**config.mk**
```make
export PLATFORM = sky130hd
export DESIGN_NAME = shell_word_splitter
export DESIGN_NICKNAME = d
export VERILOG_FILES = /design/src/hdl/swsplit_pkg.sv /design/src/hdl/swsplit_parser.sv /design/src/hdl/swsplit_skid.sv /design/src/hdl/shell_word_splitter.sv
export SDC_FILE = /design/constraint.sdc
export NUM_CORES = 1
export LEC_CHECK = 0
export ABC_CLOCK_PERIOD_IN_PS = 5600
export BUFFER_PORTS_ARGS = -buffer_cell sky130_fd_sc_hd__buf_4
export CORE_ASPECT_RATIO = 1.4
export CORE_MARGIN = 1
export CORE_UTILIZATION = 52
export DETAILED_ROUTE_END_ITERATION = 8
export PLACE_DENSITY_LB_ADDON = 0.2
export SLEW_MARGIN = 20
export SYNTH_ARGS = -nofsm -noshare
export SYNTH_HDL_FRONTEND = slang
export SYNTH_SLANG_ARGS = --single-unit
```
**constraint.sdc**
```tcl
create_clock -name clk -period 5.6 [get_ports clk]
set_input_delay 0.84 -clock clk [delete_from_list [all_inputs] [get_ports clk]]
set_output_delay 0.84 -clock clk [all_outputs]
set_load 0.01 [all_outputs]
```
**src/hdl/swsplit_pkg.sv**
```systemverilog
// Package for the shell word splitter: parse modes, character codes,
// result beat type and helper functions. No dependencies.
package swsplit_pkg;

    localparam int COUNT_BITS_DEF = 16;
    localparam int OUT_COUNT_BITS = 16;

    typedef enum logic [2:0]
    {
        MODE_IDLE     = 3'd0,
        MODE_WORD     = 3'd1,
        MODE_WESC     = 3'd2,
        MODE_RAW      = 3'd3,
        MODE_RAWESC   = 3'd4,
        MODE_COOK     = 3'd5,
        MODE_COOKESC  = 3'd6
    } mode_t;

    localparam logic [7:0] CH_NUL   = 8'h00;
    localparam logic [7:0] CH_BEL   = 8'h07;
    localparam logic [7:0] CH_BS    = 8'h08;
    localparam logic [7:0] CH_TAB   = 8'h09;
    localparam logic [7:0] CH_LF    = 8'h0A;
    localparam logic [7:0] CH_VT    = 8'h0B;
    localparam logic [7:0] CH_FF    = 8'h0C;
    localparam logic [7:0] CH_CR    = 8'h0D;
    localparam logic [7:0] CH_SPACE = 8'h20;
    localparam logic [7:0] CH_DQUOTE = 8'h22;
    localparam logic [7:0] CH_SQUOTE = 8'h27;
    localparam logic [7:0] CH_BSLASH = 8'h5C;
    localparam logic [7:0] CH_LA    = 8'h61;
    localparam logic [7:0] CH_LB    = 8'h62;
    localparam logic [7:0] CH_LF_CH = 8'h66;
    localparam logic [7:0] CH_LN    = 8'h6E;
    localparam logic [7:0] CH_LR    = 8'h72;
    localparam logic [7:0] CH_LT    = 8'h74;
    localparam logic [7:0] CH_LV    = 8'h76;

    typedef struct packed
    {
        logic [7:0]                  out_byte;
        logic                        byte_valid;
        logic                        word_end;
        logic                        string_end;
        logic                        status;
        logic [OUT_COUNT_BITS-1:0]   word_count;
        logic                        last;
    } result_t;

    function automatic logic is_space(input logic [7:0] c);
        return (c == CH_SPACE) || (c == CH_TAB) || (c == CH_LF) ||
               (c == CH_VT) || (c == CH_FF) || (c == CH_CR);
    endfunction

    function automatic logic [7:0] cook(input logic [7:0] c);
        logic [7:0] r;
        case (c)
            CH_LA:    r = CH_BEL;
            CH_LB:    r = CH_BS;
            CH_LT:    r = CH_TAB;
            CH_LN:    r = CH_LF;
            CH_LV:    r = CH_VT;
            CH_LF_CH: r = CH_FF;
            CH_LR:    r = CH_CR;
            default:  r = c;
        endcase
        return r;
    endfunction

endpackage

```
**src/hdl/swsplit_parser.sv**
```systemverilog
// Input register, parse mode and word counter of the shell word splitter.
// Emits at most one result beat per cycle. Depends on swsplit_pkg.
module swsplit_parser #(
    parameter int COUNT_BITS = swsplit_pkg::COUNT_BITS_DEF
) (
    input  logic                 clk,
    input  logic                 rst_n,
    input  logic                 in_valid,
    output logic                 in_stall,
    input  logic [7:0]           in_byte,
    output logic                 res_valid,
    input  logic                 res_ready,
    output swsplit_pkg::result_t res
);

    logic                    byte_valid_reg;
    logic [7:0]              byte_reg;
    swsplit_pkg::mode_t      mode_reg, mode_next;
    logic                    half_reg, half_next;
    logic [COUNT_BITS-1:0]   count_reg, count_next;

    logic                    fire, consume, split_first, bump;
    logic                    is_nul, is_sp, is_bs, is_bsl, is_sq, is_dq;
    logic [COUNT_BITS-1:0]   count_eff;
    logic [COUNT_BITS+15:0]  count_wide;
    logic                    has_res;
    logic [7:0]              r_byte;
    logic                    r_bv, r_we, r_se, r_st, r_last;

    assign is_nul = (byte_reg == swsplit_pkg::CH_NUL);
    assign is_sp  = swsplit_pkg::is_space(byte_reg);
    assign is_bs  = (byte_reg == swsplit_pkg::CH_BS);
    assign is_bsl = (byte_reg == swsplit_pkg::CH_BSLASH);
    assign is_sq  = (byte_reg == swsplit_pkg::CH_SQUOTE);
    assign is_dq  = (byte_reg == swsplit_pkg::CH_DQUOTE);

    assign fire        = byte_valid_reg && res_ready;
    assign split_first = (mode_reg == swsplit_pkg::MODE_RAWESC) && !is_nul &&
                         !is_bsl && !is_sq && !half_reg;
    assign consume     = fire && !split_first;
    assign in_stall    = byte_valid_reg && !consume;

    assign bump      = (mode_reg == swsplit_pkg::MODE_IDLE) && !is_nul && !is_sp;
    assign count_eff = (bump && (count_reg != {COUNT_BITS{1'b1}})) ?
                       count_reg + COUNT_BITS'(1) : count_reg;
    assign count_wide = {16'd0, count_eff};

    // next state
    always_comb
    begin
        mode_next = mode_reg;
        unique case (mode_reg) inside
            swsplit_pkg::MODE_IDLE, swsplit_pkg::MODE_WORD:
            begin
                if (is_nul || is_sp || is_bs)
                    mode_next = swsplit_pkg::MODE_IDLE;
                else if (is_bsl)
                    mode_next = swsplit_pkg::MODE_WESC;
                else if (is_sq)
                    mode_next = swsplit_pkg::MODE_RAW;
                else if (is_dq)
                    mode_next = swsplit_pkg::MODE_COOK;
                else
                    mode_next = swsplit_pkg::MODE_WORD;
            end
            swsplit_pkg::MODE_WESC:
                mode_next = is_nul ? swsplit_pkg::MODE_IDLE : swsplit_pkg::MODE_WORD;
            swsplit_pkg::MODE_RAW:
            begin
                if (is_nul)
                    mode_next = swsplit_pkg::MODE_IDLE;
                else if (is_sq)
                    mode_next = swsplit_pkg::MODE_WORD;
                else if (is_bsl)
                    mode_next = swsplit_pkg::MODE_RAWESC;
            end
            swsplit_pkg::MODE_COOK:
            begin
                if (is_nul)
                    mode_next = swsplit_pkg::MODE_IDLE;
                else if (is_dq)
                    mode_next = swsplit_pkg::MODE_WORD;
                else if (is_bsl)
                    mode_next = swsplit_pkg::MODE_COOKESC;
            end
            swsplit_pkg::MODE_RAWESC:
            begin
                if (is_nul)
                    mode_next = swsplit_pkg::MODE_IDLE;
                else if (!split_first)
                    mode_next = swsplit_pkg::MODE_RAW;
            end
            swsplit_pkg::MODE_COOKESC:
                mode_next = is_nul ? swsplit_pkg::MODE_IDLE : swsplit_pkg::MODE_COOK;
            default:
                mode_next = swsplit_pkg::MODE_IDLE;
        endcase
    end

    // outputs
    always_comb
    begin
        has_res = 1'b0;
        r_byte  = byte_reg;
        r_bv    = 1'b0;
        r_we    = 1'b0;
        r_se    = 1'b0;
        r_st    = 1'b0;
        r_last  = 1'b1;
        unique case (mode_reg)
            swsplit_pkg::MODE_IDLE:
            begin
                if (is_nul)
                begin
                    has_res = 1'b1;
                    r_se    = 1'b1;
                end
                else if (is_bs)
                begin
                    has_res = 1'b1;
                    r_we    = 1'b1;
                end
                else if (!is_sp && !is_bsl && !is_sq && !is_dq)
                begin
                    has_res = 1'b1;
                    r_bv    = 1'b1;
                end
            end
            swsplit_pkg::MODE_WORD:
            begin
                if (is_nul)
                begin
                    has_res = 1'b1;
                    r_we    = 1'b1;
                    r_se    = 1'b1;
                end
                else if (is_sp || is_bs)
                begin
                    has_res = 1'b1;
                    r_we    = 1'b1;
                end
                else if (!is_bsl && !is_sq && !is_dq)
                begin
                    has_res = 1'b1;
                    r_bv    = 1'b1;
                end
            end
            swsplit_pkg::MODE_WESC:
            begin
                has_res = 1'b1;
                r_we    = is_nul;
                r_se    = is_nul;
                r_bv    = !is_nul;
            end
            swsplit_pkg::MODE_RAW:
            begin
                if (is_nul)
                begin
                    has_res = 1'b1;
                    r_se    = 1'b1;
                    r_st    = 1'b1;
                end
                else if (!is_sq && !is_bsl)
                begin
                    has_res = 1'b1;
                    r_bv    = 1'b1;
                end
            end
            swsplit_pkg::MODE_COOK:
            begin
                if (is_nul)
                begin
                    has_res = 1'b1;
                    r_se    = 1'b1;
                    r_st    = 1'b1;
                end
                else if (!is_dq && !is_bsl)
                begin
                    has_res = 1'b1;
                    r_bv    = 1'b1;
                end
            end
            swsplit_pkg::MODE_RAWESC:
            begin
                has_res = 1'b1;
                if (is_nul)
                begin
                    r_se = 1'b1;
                    r_st = 1'b1;
                end
                else if (split_first)
                begin
                    r_bv   = 1'b1;
                    r_byte = swsplit_pkg::CH_BSLASH;
                    r_last = 1'b0;
                end
                else
                    r_bv = 1'b1;
            end
            swsplit_pkg::MODE_COOKESC:
            begin
                has_res = 1'b1;
                if (is_nul)
                begin
                    r_se = 1'b1;
                    r_st = 1'b1;
                end
                else
                begin
                    r_bv   = 1'b1;
                    r_byte = swsplit_pkg::cook(byte_reg);
                end
            end
            default:
                has_res = 1'b0;
        endcase
    end

    assign res_valid      = fire && has_res;
    assign res.out_byte   = r_bv ? r_byte : 8'd0;
    assign res.byte_valid = r_bv;
    assign res.word_end   = r_we;
    assign res.string_end = r_se;
    assign res.status     = r_st;
    assign res.word_count = (|count_wide[COUNT_BITS+15:16]) ? 16'hFFFF : count_wide[15:0];
    assign res.last       = r_last;

    assign half_next  = fire ? split_first : half_reg;
    assign count_next = !consume ? count_reg :
                        (is_nul ? '0 : count_eff);

    always_ff @(posedge clk or negedge rst_n)
    begin
        if (!rst_n)
        begin
            byte_valid_reg <= 1'b0;
            mode_reg       <= swsplit_pkg::MODE_IDLE;
            half_reg       <= 1'b0;
            count_reg      <= '0;
        end
        else
        begin
            if (!byte_valid_reg || consume)
                byte_valid_reg <= in_valid;
            if (fire)
                mode_reg <= mode_next;
            half_reg  <= half_next;
            count_reg <= count_next;
        end
    end

    always_ff @(posedge clk)
    begin
        if (!byte_valid_reg || consume)
            byte_reg <= in_byte;
    end

endmodule

```
**src/hdl/swsplit_skid.sv**
```systemverilog
// Output register with one skid entry for result beats.
// Depends on swsplit_pkg.
module swsplit_skid (
    input  logic                 clk,
    input  logic                 rst_n,
    input  logic                 up_valid,
    output logic                 up_ready,
    input  swsplit_pkg::result_t up_data,
    output logic                 dn_valid,
    input  logic                 dn_stall,
    output swsplit_pkg::result_t dn_data
);

    logic                 out_valid_reg;
    logic                 skid_valid_reg;
    swsplit_pkg::result_t out_reg;
    swsplit_pkg::result_t skid_reg;
    logic                 advance;

    assign up_ready = !skid_valid_reg;
    assign advance  = !out_valid_reg || !dn_stall;
    assign dn_valid = out_valid_reg;
    assign dn_data  = out_reg;

    always_ff @(posedge clk or negedge rst_n)
    begin
        if (!rst_n)
        begin
            out_valid_reg  <= 1'b0;
            skid_valid_reg <= 1'b0;
        end
        else if (advance)
        begin
            out_valid_reg  <= skid_valid_reg || up_valid;
            skid_valid_reg <= 1'b0;
        end
        else if (up_valid && up_ready)
            skid_valid_reg <= 1'b1;
    end

    always_ff @(posedge clk)
    begin
        if (advance)
            out_reg <= skid_valid_reg ? skid_reg : up_data;
        else if (up_valid && up_ready)
            skid_reg <= up_data;
    end

endmodule

```
**src/hdl/shell_word_splitter.sv**
```systemverilog
// Top level of the shell word splitter: parser plus output skid stage.
// Depends on swsplit_pkg, swsplit_parser, swsplit_skid.
//
//   channel   direction   handshake              payload
//   in        sink        in_valid / in_stall    in_byte
//   out       source      out_valid / out_stall  out_byte .. last
//
// One byte per cycle unless stalled, via the parser input register and
// then the skid output register. A backslash pair in single quotes copied
// as two bytes stalls input, since the parser emits one result per cycle.
// Reset returns the parser to idle between words with a zero word count.
// Output stall backs up through the skid entry into in_stall.
module shell_word_splitter #(
    parameter int COUNT_BITS = swsplit_pkg::COUNT_BITS_DEF
) (
    input  logic        clk,
    input  logic        rst_n,
    input  logic        in_valid,
    output logic        in_stall,
    input  logic [7:0]  in_byte,
    output logic        out_valid,
    input  logic        out_stall,
    output logic [7:0]  out_byte,
    output logic        byte_valid,
    output logic        word_end,
    output logic        string_end,
    output logic        status,
    output logic [15:0] word_count,
    output logic        last
);

    logic                 res_valid;
    logic                 res_ready;
    swsplit_pkg::result_t res;
    swsplit_pkg::result_t dn;

    swsplit_parser #(
        .COUNT_BITS (COUNT_BITS)
    ) u_parser (
        .clk       (clk),
        .rst_n     (rst_n),
        .in_valid  (in_valid),
        .in_stall  (in_stall),
        .in_byte   (in_byte),
        .res_valid (res_valid),
        .res_ready (res_ready),
        .res       (res)
    );

    swsplit_skid u_skid (
        .clk      (clk),
        .rst_n    (rst_n),
        .up_valid (res_valid),
        .up_ready (res_ready),
        .up_data  (res),
        .dn_valid (out_valid),
        .dn_stall (out_stall),
        .dn_data  (dn)
    );

    assign out_byte   = dn.out_byte;
    assign byte_valid = dn.byte_valid;
    assign word_end   = dn.word_end;
    assign string_end = dn.string_end;
    assign status     = dn.status;
    assign word_count = dn.word_count;
    assign last       = dn.last;

endmodule

```
# Word-level counts from Yosys, hierarchy flattened
# Cells that the tools add are included.
dict set report word_totals {
  word_cells 157
  ff_bits 89
  in_bits 12
  out_inout_bits 31
}
dict set report classes {
  eq_ne 27
  add_sub_neg 1
  muxes 56
  n_reduce_logical 51
  bitwise 1
}
# cell count
set op_table {}
lappend op_table {{equality test 8 x 7 -> 1 bit, second input constant} 8}
lappend op_table {{one-hot mux 8 bit (7 select lines)} 1}
lappend op_table {{equality test 8 x 4 -> 1 bit, second input constant} 6}
lappend op_table {{two-way mux 3 bit} 13}
lappend op_table {{two-way mux 16 bit} 2}
lappend op_table {{two-way mux 8 bit} 4}
lappend op_table {{two-way mux 1 bit} 29}
lappend op_table {{two-way mux 29 bit} 1}
lappend op_table {{equality test 8 x 6 -> 1 bit, second input constant} 3}
lappend op_table {{logical AND 1 bit} 18}
lappend op_table {{one-hot mux 3 bit (6 select lines)} 1}
lappend op_table {{adder 16 x 1 -> 16 bit, second input constant} 1}
lappend op_table {{!= test 16 bit, second input constant} 1}
lappend op_table {{one-hot mux 8 bit (2 select lines)} 1}
lappend op_table {{logical NOT 1 bit} 12}
lappend op_table {{logical OR 1 bit} 11}
lappend op_table {{equality test 3 bit, second input constant} 3}
lappend op_table {{logical NOT 8 bit} 1}
lappend op_table {{!= test 4 x 1 -> 1 bit, second input constant} 2}
lappend op_table {{equality test 3 x 2 -> 1 bit, second input constant} 2}
lappend op_table {{one-hot mux 1 bit (6 select lines)} 1}
lappend op_table {{OR reduction 6 bit} 1}
lappend op_table {{one-hot mux 1 bit (5 select lines)} 1}
lappend op_table {{AND reduction 4 bit} 1}
lappend op_table {{other kinds (11)} 12}

# Depth between registers and ports, before layout
# Gate-level depths: netlist of run 1.
dict set report depth {
  ltp_word 18
  depth_mapped 10
  ltp_nobuf 7
}

# Modules after synthesis
# From an unflattened synthesis of run 1, not the netlist that was laid out.
dict set report hier_totals {
  hier_cells 390
  area_unflattened_um2 4680.7
}
# module cells_each n_inst seq_area_each_um2 area_per_inst_um2
set modules_own_cells {}
lappend modules_own_cells {swsplit_parser 292 1 765.7 2366.0}
lappend modules_own_cells {swsplit_skid 98 1 1791.7 2314.7}

# Worst setup path before layout of run 1
# OpenSTA, ideal clock, no wires.
dict set report synth_timing {
  path_type {register to register}
  startpoint {register u_parser.byte_reg[1]}
  endpoint {register u_skid.skid_reg[0] (netlist name) (enable)}
  synth_period_minus_slack_ns 5.016
  slack_ns 0.584
  setup_time_ns 0.488
  required_ns 5.112
  arrival_time_ns 4.528
  path_stages_with_launch 8
  n_path_buf 1
  path_cell_list {edfxtp_1 -> buf_6 -> or4_4 -> nor2_1 -> a21oi_1 -> or3_1 -> and3_1 -> nor4_1}
}
dict set report synth_between {
  elab_chain_len 17
  elab_cells_between_ends 41
  classes_between {10 x eq/ne; 11 x mux; 20 x reduce/logical}
}
# element line
set synth_rtl {}
lappend synth_rtl {{start: declaration} swsplit_parser.sv:17} ;# logic [7:0] byte_reg;
lappend synth_rtl {{start signal: assignment} swsplit_parser.sv:255} ;# byte_reg <= in_byte;
lappend synth_rtl {{equality test 8 x 6 -> 1 bit / equality test 8 x 4 -> 1 bit (equally long branches)} swsplit_pkg.sv:51} ;# return (c == CH_SPACE) || (c == CH_TAB) || (c == CH_LF) ||
lappend synth_rtl {{logical OR 1 bit (3 in series)} swsplit_pkg.sv:51}
lappend synth_rtl {{logical OR 1 bit (2 in series)} swsplit_pkg.sv:52} ;# (c == CH_VT) || (c == CH_FF) || (c == CH_CR);
lappend synth_rtl {{logical NOT 1 bit} swsplit_parser.sv:123} ;# else if (!is_sp && !is_bsl && !is_sq && !is_dq)
lappend synth_rtl {{logical AND 1 bit (3 in series)} swsplit_parser.sv:123}
lappend synth_rtl {{two-way mux 1 bit} swsplit_parser.sv:123}
lappend synth_rtl {{two-way mux 1 bit} swsplit_parser.sv:118} ;# else if (is_bs)
lappend synth_rtl {{two-way mux 1 bit} swsplit_parser.sv:113} ;# if (is_nul)
lappend synth_rtl {{one-hot mux 1 bit (5 select lines) (*)} swsplit_parser.sv:110} ;# unique case (mode_reg)
lappend synth_rtl {{logical AND 1 bit (*)} swsplit_parser.sv:219} ;# assign res_valid = fire && has_res;
lappend synth_rtl {{logical AND 1 bit (*)} swsplit_skid.sv:45} ;# else if (up_valid && up_ready)
lappend synth_rtl {{AND reduction 2 bit (no source line) (*)} --}
lappend synth_rtl {{end signal: assignment} swsplit_skid.sv:46} ;# skid_reg <= up_data;
lappend synth_rtl {{end: declaration} swsplit_skid.sv:17} ;# swsplit_pkg::result_t skid_reg;
# Every way passes the cells marked *; elsewhere a longest branch is shown, timed or not.
# A chain may end at the register's enable or synchronous reset.

# Worst setup path in the final report of run 1
dict set report layout_timing {
  startpoint {register u_parser.byte_reg[3]}
  endpoint {output in_stall}
}
dict set report layout_between {
  elab_chain_len 10
  elab_cells_between_ends 14
  classes_between {2 x eq/ne; 12 x reduce/logical}
}
# element line
set layout_rtl {}
lappend layout_rtl {{logical NOT 8 bit} swsplit_parser.sv:30} ;# assign is_nul = (byte_reg == swsplit_pkg::CH_NUL);
lappend layout_rtl {{logical NOT 1 bit} swsplit_parser.sv:38} ;# assign split_first = (mode_reg == swsplit_pkg::MODE_RAWESC) && !is_nul &&
lappend layout_rtl {{logical AND 1 bit (2 in series)} swsplit_parser.sv:38}
lappend layout_rtl {{logical AND 1 bit (*) (2 in series)} swsplit_parser.sv:39} ;# !is_bsl && !is_sq && !half_reg;
lappend layout_rtl {{logical NOT 1 bit (*)} swsplit_parser.sv:40} ;# assign consume = fire && !split_first;
lappend layout_rtl {{logical AND 1 bit (*)} swsplit_parser.sv:40}
lappend layout_rtl {{logical NOT 1 bit (*)} swsplit_parser.sv:41} ;# assign in_stall = byte_valid_reg && !consume;
lappend layout_rtl {{logical AND 1 bit (*)} swsplit_parser.sv:41}
lappend layout_rtl {{end: declaration} shell_word_splitter.sv:19} ;# output logic in_stall,
# Marks and branches as above.

==> results of run 1 <==
stage by stage:
stage          total power [mW]  setup WS (ns)  cell area [um2]
5_1_grt                    2.66           1.56             5250
6_report                   2.52           1.92             5250
2_1_floorplan              1.62          0.584             4580
4_1_cts                    2.54           1.92             5250
3_5_place_dp               1.92           2.31             4940
3_3_place_gp               1.90           2.36             4940
final cells by class:
| cell class | count | area, um2 | share of cell area, % |
|---|---|---|---|
| Multi-Input combinational cell | 278 | 1840 | 35.1 |
| Tap cell | 105 | 131 | 2.50 |
| Inverter | 15 | 57.6 | 1.10 |
| Timing Repair Buffer | 47 | 353 | 6.72 |
| Sequential cell | 89 | 2560 | 48.7 |
| Clock inverter | 5 | 62.6 | 1.19 |
| Clock buffer | 11 | 243 | 4.62 |
layer usage:
metal,vias to the layer above,track usage (%),wire length [um]
met5,-,0,0
met4,0,9.05,205
met3,12,5.24,306
met2,71,45.1,5930
met1,1677,27.3,3930
li1,1610,-,-
worst max path at each step:
stage,startpoint,to,depth (start not counted)
finish,u_parser.byte_reg[3]$_DFFE_PN_,in_stall,7
global route,u_parser.byte_reg[3]$_DFFE_PN_,in_stall,7
CTS,u_parser.byte_reg[3]$_DFFE_PN_,in_stall,7
detailed placement,u_parser.byte_reg[3]$_DFFE_PN_,in_stall,7
global placement,u_parser.byte_reg[3]$_DFFE_PN_,in_stall,7
floorplan,u_parser.byte_reg[1]$_DFFE_PN_,u_skid.skid_reg[0]$_DFFE_PP_,7
power groups by stage:
stage	Combinational (mW)	Sequential [mW]	Clock, mW
global route	0.870	1.13	0.660
floorplan	0.538	1.08	0
finish	0.796	1.10	0.619
CTS	0.808	1.10	0.625
detailed placement	0.803	1.11	0
global placement	0.789	1.11	0
worst max-delay path, delay by kind of cell, from the launching register on:
kind | cells | cell delay, ns
buffers and inverters | 3 | 0.39
flip-flops | 1 | 0.78
AO/OA/AOI/OAI | 1 | 0.18
AND/OR/NAND/NOR | 3 | 1.14
Yosys cell counts, drive strengths merged, types with 3 or more instances:
master	count	area, um2
nor2	22	82.6
a21oi	19	98.9
buf	10	68.8
xnor2	9	78.8
xor2	7	61.3
clkbuf	16	60.1
a22o	5	43.8
nor3	10	50.1
o22ai	4	25.0
o21ai	26	134
nand4	7	43.8
a31oi	7	58.8
mux2	22	248
nor4	8	50.1
or3	7	43.8
nand2	29	109
and3	13	81.3
dfrtp	23	576
nor2b	8	50.1
and4	3	26.3
edfxtp	66	1980
inv	14	52.6
o31ai	10	75.1
or4	3	33.8
nand2b	5	33.8
nand3	19	95.1
cells by family after synthesis:
logic type | after synthesis | share of synthesized area (%)
and+or+nand+nor | 145 | 17.3
AOI/OAI and AO/OA | 94 | 14.1
DFF | 89 | 55.8
buffers and inverters | 41 | 4.07
muxes | 22 | 5.41
xor gates and xnor gates | 16 | 3.06
adders and majority gates | 1 | 0.273
==> results.sh, run 1 <==
export IMPL_utilization_pct=61.3
export IMPL_gp_congestion=0.906
export IMPL_fin_nets=453
export IMPL_path_cells="nor4b_1, nand4_1, and3_1, o21ai_0, buf_4, inv_1, buf_4"
export IMPL_syn_inst=408
export IMPL_fp_row_count=40
export IMPL_synth_area_per_cell_um2=11.2
export IMPL_arrival_ns=2.84
export IMPL_drc=0
export IMPL_net_switching_power_mw=0.852
export IMPL_cap_violations=0
export IMPL_fillers=703
export IMPL_final_common_cell="edfxtp_1"
export IMPL_synth_edf_count=66
export IMPL_yosys_register_bits=89
export IMPL_initial_core_util_pct=53.5
export IMPL_powerDensity_nw_per_um2=480
export IMPL_grt_max_degree=31
export IMPL_r2r_start="u_parser.byte_reg[4]$_DFFE_PN_"
export IMPL_worst_pin_slew_ns=0.955
export IMPL_hold_class="input port to async pin"
export IMPL_critical_path_max_stage_delay_ns=0.78
export IMPL_cts_max_level=3
export IMPL_clkPwrFrac_pct=24.6
export IMPL_die_y_um=113
export IMPL_dp_cells=534
export IMPL_intPower_mw=1.67
export IMPL_grt_pass1_wl_um=16800
export IMPL_ant_nets=0
export IMPL_final_cell_mix="edfxtp_1 (66), buf_4 (47), nand2_1 (29)"
export IMPL_end_kind="output port"
export IMPL_cp_slowest_cell="edfxtp_1"
export IMPL_overflow=0
export IMPL_cp_common_cell="buf_4"
export IMPL_slew_headroom_pct=35.8
export IMPL_core_area_um2=8560
export IMPL_vias=3370
export IMPL_instances_no_fill=550
export IMPL_cts_repair_resized=0
export IMPL_rsz0062_at_grt="false"
export IMPL_n_antenna_cell=0
export IMPL_startpoint_type="flop"
export IMPL_cts_tree="built"
export IMPL_fin_tns_setup_ns=0
export IMPL_path_clk_slew_ns=0.06
export IMPL_ys_flop_type="edfxtp_1"
export IMPL_post_cts_buffers=0
export IMPL_antenna_found_initial=0
export IMPL_p_leak_nw=1.99
export IMPL_hpwl_um=7160
export IMPL_status="finished clean"
export IMPL_syn_nets=421
export IMPL_yosysWarnings=0
export IMPL_crit_type="flop to output port"
export IMPL_finalHoldViolCount=0
export IMPL_power_frac_seq_pct=43.8
export IMPL_r2r_slack_ns=2.47
export IMPL_clock_sinks=89
export IMPL_first_iter_violations=208
export IMPL_numCtsBuffers=9
export IMPL_synthToLayoutAreaGrowth_pct=14.6
export IMPL_rr_endpoint="u_skid.dn_data[20]$_DFFE_PN_"
export IMPL_via_per_inst=6.13
export IMPL_synth_distinct_cells=60
export IMPL_reg2reg_depth=5
export IMPL_hold_buffers=0
export IMPL_hold_ws_ns=0.392
export IMPL_die_w_um=81.3
export IMPL_dieArea_um2=9200
export IMPL_fmax_mhz=272
export IMPL_power_frac_comb_pct=31.6
export IMPL_drt_wl_total_um=10400
export IMPL_drv_slew=0
export IMPL_switching_share_pct=33.8
export IMPL_clockBufferDepth=2
export IMPL_portBuffers=42
export IMPL_synth_seq_area_share_pct=55.8
export IMPL_layout_drive_gt1_share_pct=21.8
export IMPL_period_minus_slack_ns=3.68
export IMPL_io_pins=43
export IMPL_clk_latency_ns=0.34
export IMPL_synth_async_reset_ratio_pct=25.8
export IMPL_critPathRequiredTime_ns=4.76
export IMPL_clock_root_buffer="clkbuf_16"
export IMPL_grt_pass1_vias=3314
export IMPL_setup_viol=0
export IMPL_first_pass_iters=5
export IMPL_finalClockSkew_ns=0.00513
export IMPL_finalCritPeriodShare_pct=65.7
export IMPL_wl_per_cell_um=18.9
export IMPL_gr_usage_all_layers_pct=24.7
export IMPL_vdd_drop_max_uv=245
export IMPL_cp_max_fo=22
export IMPL_synth_area_um2=4580
Note: power is estimated with default switching activity, not from simulation.
==> run 2: changes to the inputs <==
--- a/config.mk
+++ b/config.mk
@@ -5,7 +5,7 @@
 export SDC_FILE = /design/constraint.sdc
 export NUM_CORES = 1
 export LEC_CHECK = 0
-export ABC_CLOCK_PERIOD_IN_PS = 5600
+export ABC_CLOCK_PERIOD_IN_PS = 3150
 export BUFFER_PORTS_ARGS = -buffer_cell sky130_fd_sc_hd__buf_4
 export CORE_ASPECT_RATIO = 1.4
 export CORE_MARGIN = 1
==> constraint.sdc (replaced) <==
create_clock -name clk -period 3.15 [get_ports clk]
set_input_delay 0.4725 -clock clk [delete_from_list [all_inputs] [get_ports clk]]
set_output_delay 0.4725 -clock clk [all_outputs]
set_load 0.01 [all_outputs]
==> run 2 against run 1 <==
Worst hold slack worse by 0.37 ns; via count up 2.6%; critical path type unchanged; global-route usage up 0.21 points; count of clock-buffer cells in the layout down 2; sequential power up 72%; clock power up 76%; first-iteration DRC count down 5.3%.
==> results.sh, run 2 (same netlist as run 1, synthesis figures left out) <==
export IMPL_status="finished clean"
export IMPL_portBuffers=42
export IMPL_critPathRequiredTime_ns=2.68
export IMPL_instances_no_fill=568
export IMPL_grt_pass1_vias=3346
export IMPL_drt_wl_total_um=10400
export IMPL_crit_type="flop to output port"
export IMPL_n_antenna_cell=0
export IMPL_first_iter_violations=197
export IMPL_gr_usage_all_layers_pct=24.9
export IMPL_clockBufferDepth=2
export IMPL_finalClockSkew_ns=0.00847
export IMPL_arrival_ns=2.51
export IMPL_period_minus_slack_ns=2.98
export IMPL_drc=0
export IMPL_utilization_pct=63.1
export IMPL_hold_buffers=0
export IMPL_core_area_um2=8560
export IMPL_stdcell_area_um2=5400
export IMPL_fin_nets=471
export IMPL_vdd_drop_max_uv=482
export IMPL_numCtsBuffers=9
export IMPL_fp_row_count=40
export IMPL_final_common_cell="edfxtp_1"
export IMPL_hold_ws_ns=0.0247
export IMPL_die_y_um=113
export IMPL_setup_viol=0
export IMPL_end_kind="output port"
export IMPL_dp_cells=549
export IMPL_grt_pass1_wl_um=17100
export IMPL_slew_headroom_pct=58.6
export IMPL_vias=3457
export IMPL_io_pins=43
export IMPL_synthToLayoutAreaGrowth_pct=17.9
export IMPL_hpwl_um=7270
export IMPL_cts_max_level=3
export IMPL_placed_area_um2=5070
export IMPL_cp_max_fo=9
export IMPL_initial_core_util_pct=53.5
export IMPL_ant_nets=0
export IMPL_die_w_um=81.3
export IMPL_path_clk_slew_ns=0.06
export IMPL_first_pass_iters=4
export IMPL_drv_slew=0
export IMPL_clk_latency_ns=0.34
export IMPL_clock_sinks=89
export IMPL_hold_class="input port to async pin"
export IMPL_grt_max_degree=44
export IMPL_antenna_found_initial=0
export IMPL_cts_tree="built"
export IMPL_worst_pin_slew_ns=0.613
export IMPL_finalHoldViolCount=0
export IMPL_rsz0062_at_grt="false"
export IMPL_fillers=694
export IMPL_startpoint_type="flop"
export IMPL_powerDensity_nw_per_um2=844
export IMPL_overflow=0
export IMPL_via_per_inst=6.09
export IMPL_gp_congestion=0.881
export IMPL_power_mw=4.56
export IMPL_clock_root_buffer="clkbuf_16"
export IMPL_dieArea_um2=9200
export IMPL_final_cell_mix="edfxtp_1 (66), buf_4 (65), nand2_1 (29)"
export IMPL_p_leak_nw=2.09
export IMPL_finalCritPeriodShare_pct=94.6
export IMPL_cap_violations=0
export IMPL_fmax_mhz=335
export IMPL_wl_per_cell_um=18.4
export IMPL_layout_drive_gt1_share_pct=25.7
[run 2: cell types whose count changed in the layout (fill, tap and decap cells not counted), sizes merged]
cell | before | now
buf | 47 | 65
clkbuf | 11 | 9
clkinv | 2 | 4
clkinvlp | 2 | 0
inv | 15 | 17
[run 2: through the flow]
step	TNS, ns	setup WS, ns
floorplan	-0.0904	-0.00312
global placement	0	0.494
detailed placement	0	0.436
CTS	0	0.0631
global route	0	0.0523
finish	0	0.169
[run 2: worst paths after layout]
kind,depth (start not counted),from,endpoint,slack (ns)
max in group asynchronous,1,rst_n,u_parser.count_reg[0]$_DFFE_PN0P_,2.88
worst min register to register,2,u_parser.half_reg$_DFFE_PN0P_,u_parser.half_reg$_DFFE_PN0P_,0.51
worst max-delay path,6,u_parser.byte_reg[0]$_DFFE_PN_,in_stall,0.17
min in group clk,1,in_byte[3],u_parser.byte_reg[3]$_DFFE_PN_,0.30
worst max register to register,7,u_parser.byte_reg[5]$_DFFE_PN_,u_skid.skid_reg[21]$_DFFE_PP_,0.39
worst min-delay path,1,rst_n,u_parser.count_reg[12]$_DFFE_PN0P_,0.02
[run 2: area by class of cell]
cell class	instances	area [um2]	share of cell area [%]
flip-flops and latches	89	2560	47.3
multi-input cells	278	1870	34.5
repair buffers	65	488	9.03
clock buffers	9	225	4.17
well taps	105	131	2.43
clock inverters	7	77.6	1.44
inverters	15	57.6	1.07
[run 2: timing repair]
action                                  CTS  global route
gates resized for setup                   0             2
hold endpoints to repair                  0             0
setup buffers                             0             3
endpoints found under the setup margin    0             1
[run 2: worst max-delay path: stages, from the launching register on]
cell and delay, ns:
edfxtp_1 0.51, or4_4 0.59, a211o_1 0.32, and3_1 0.31
o21ai_1 0.24, inv_1 0.06, buf_4 0.14
[run 2: report_power, final]
group | switching (mW) | internal (mW)
clock network | 0.462 | 0.624
registers | 0.195 | 1.70
logic | 0.888 | 0.695
[run 2: routing by layer]
metal	GRT usage [%]	vias to the layer above	wire, um
li1	-	1654	-
met1	30.0	1663	4040
met2	43.0	118	5650
met3	4.84	22	464
met4	9.52	0	271
met5	0	-	0
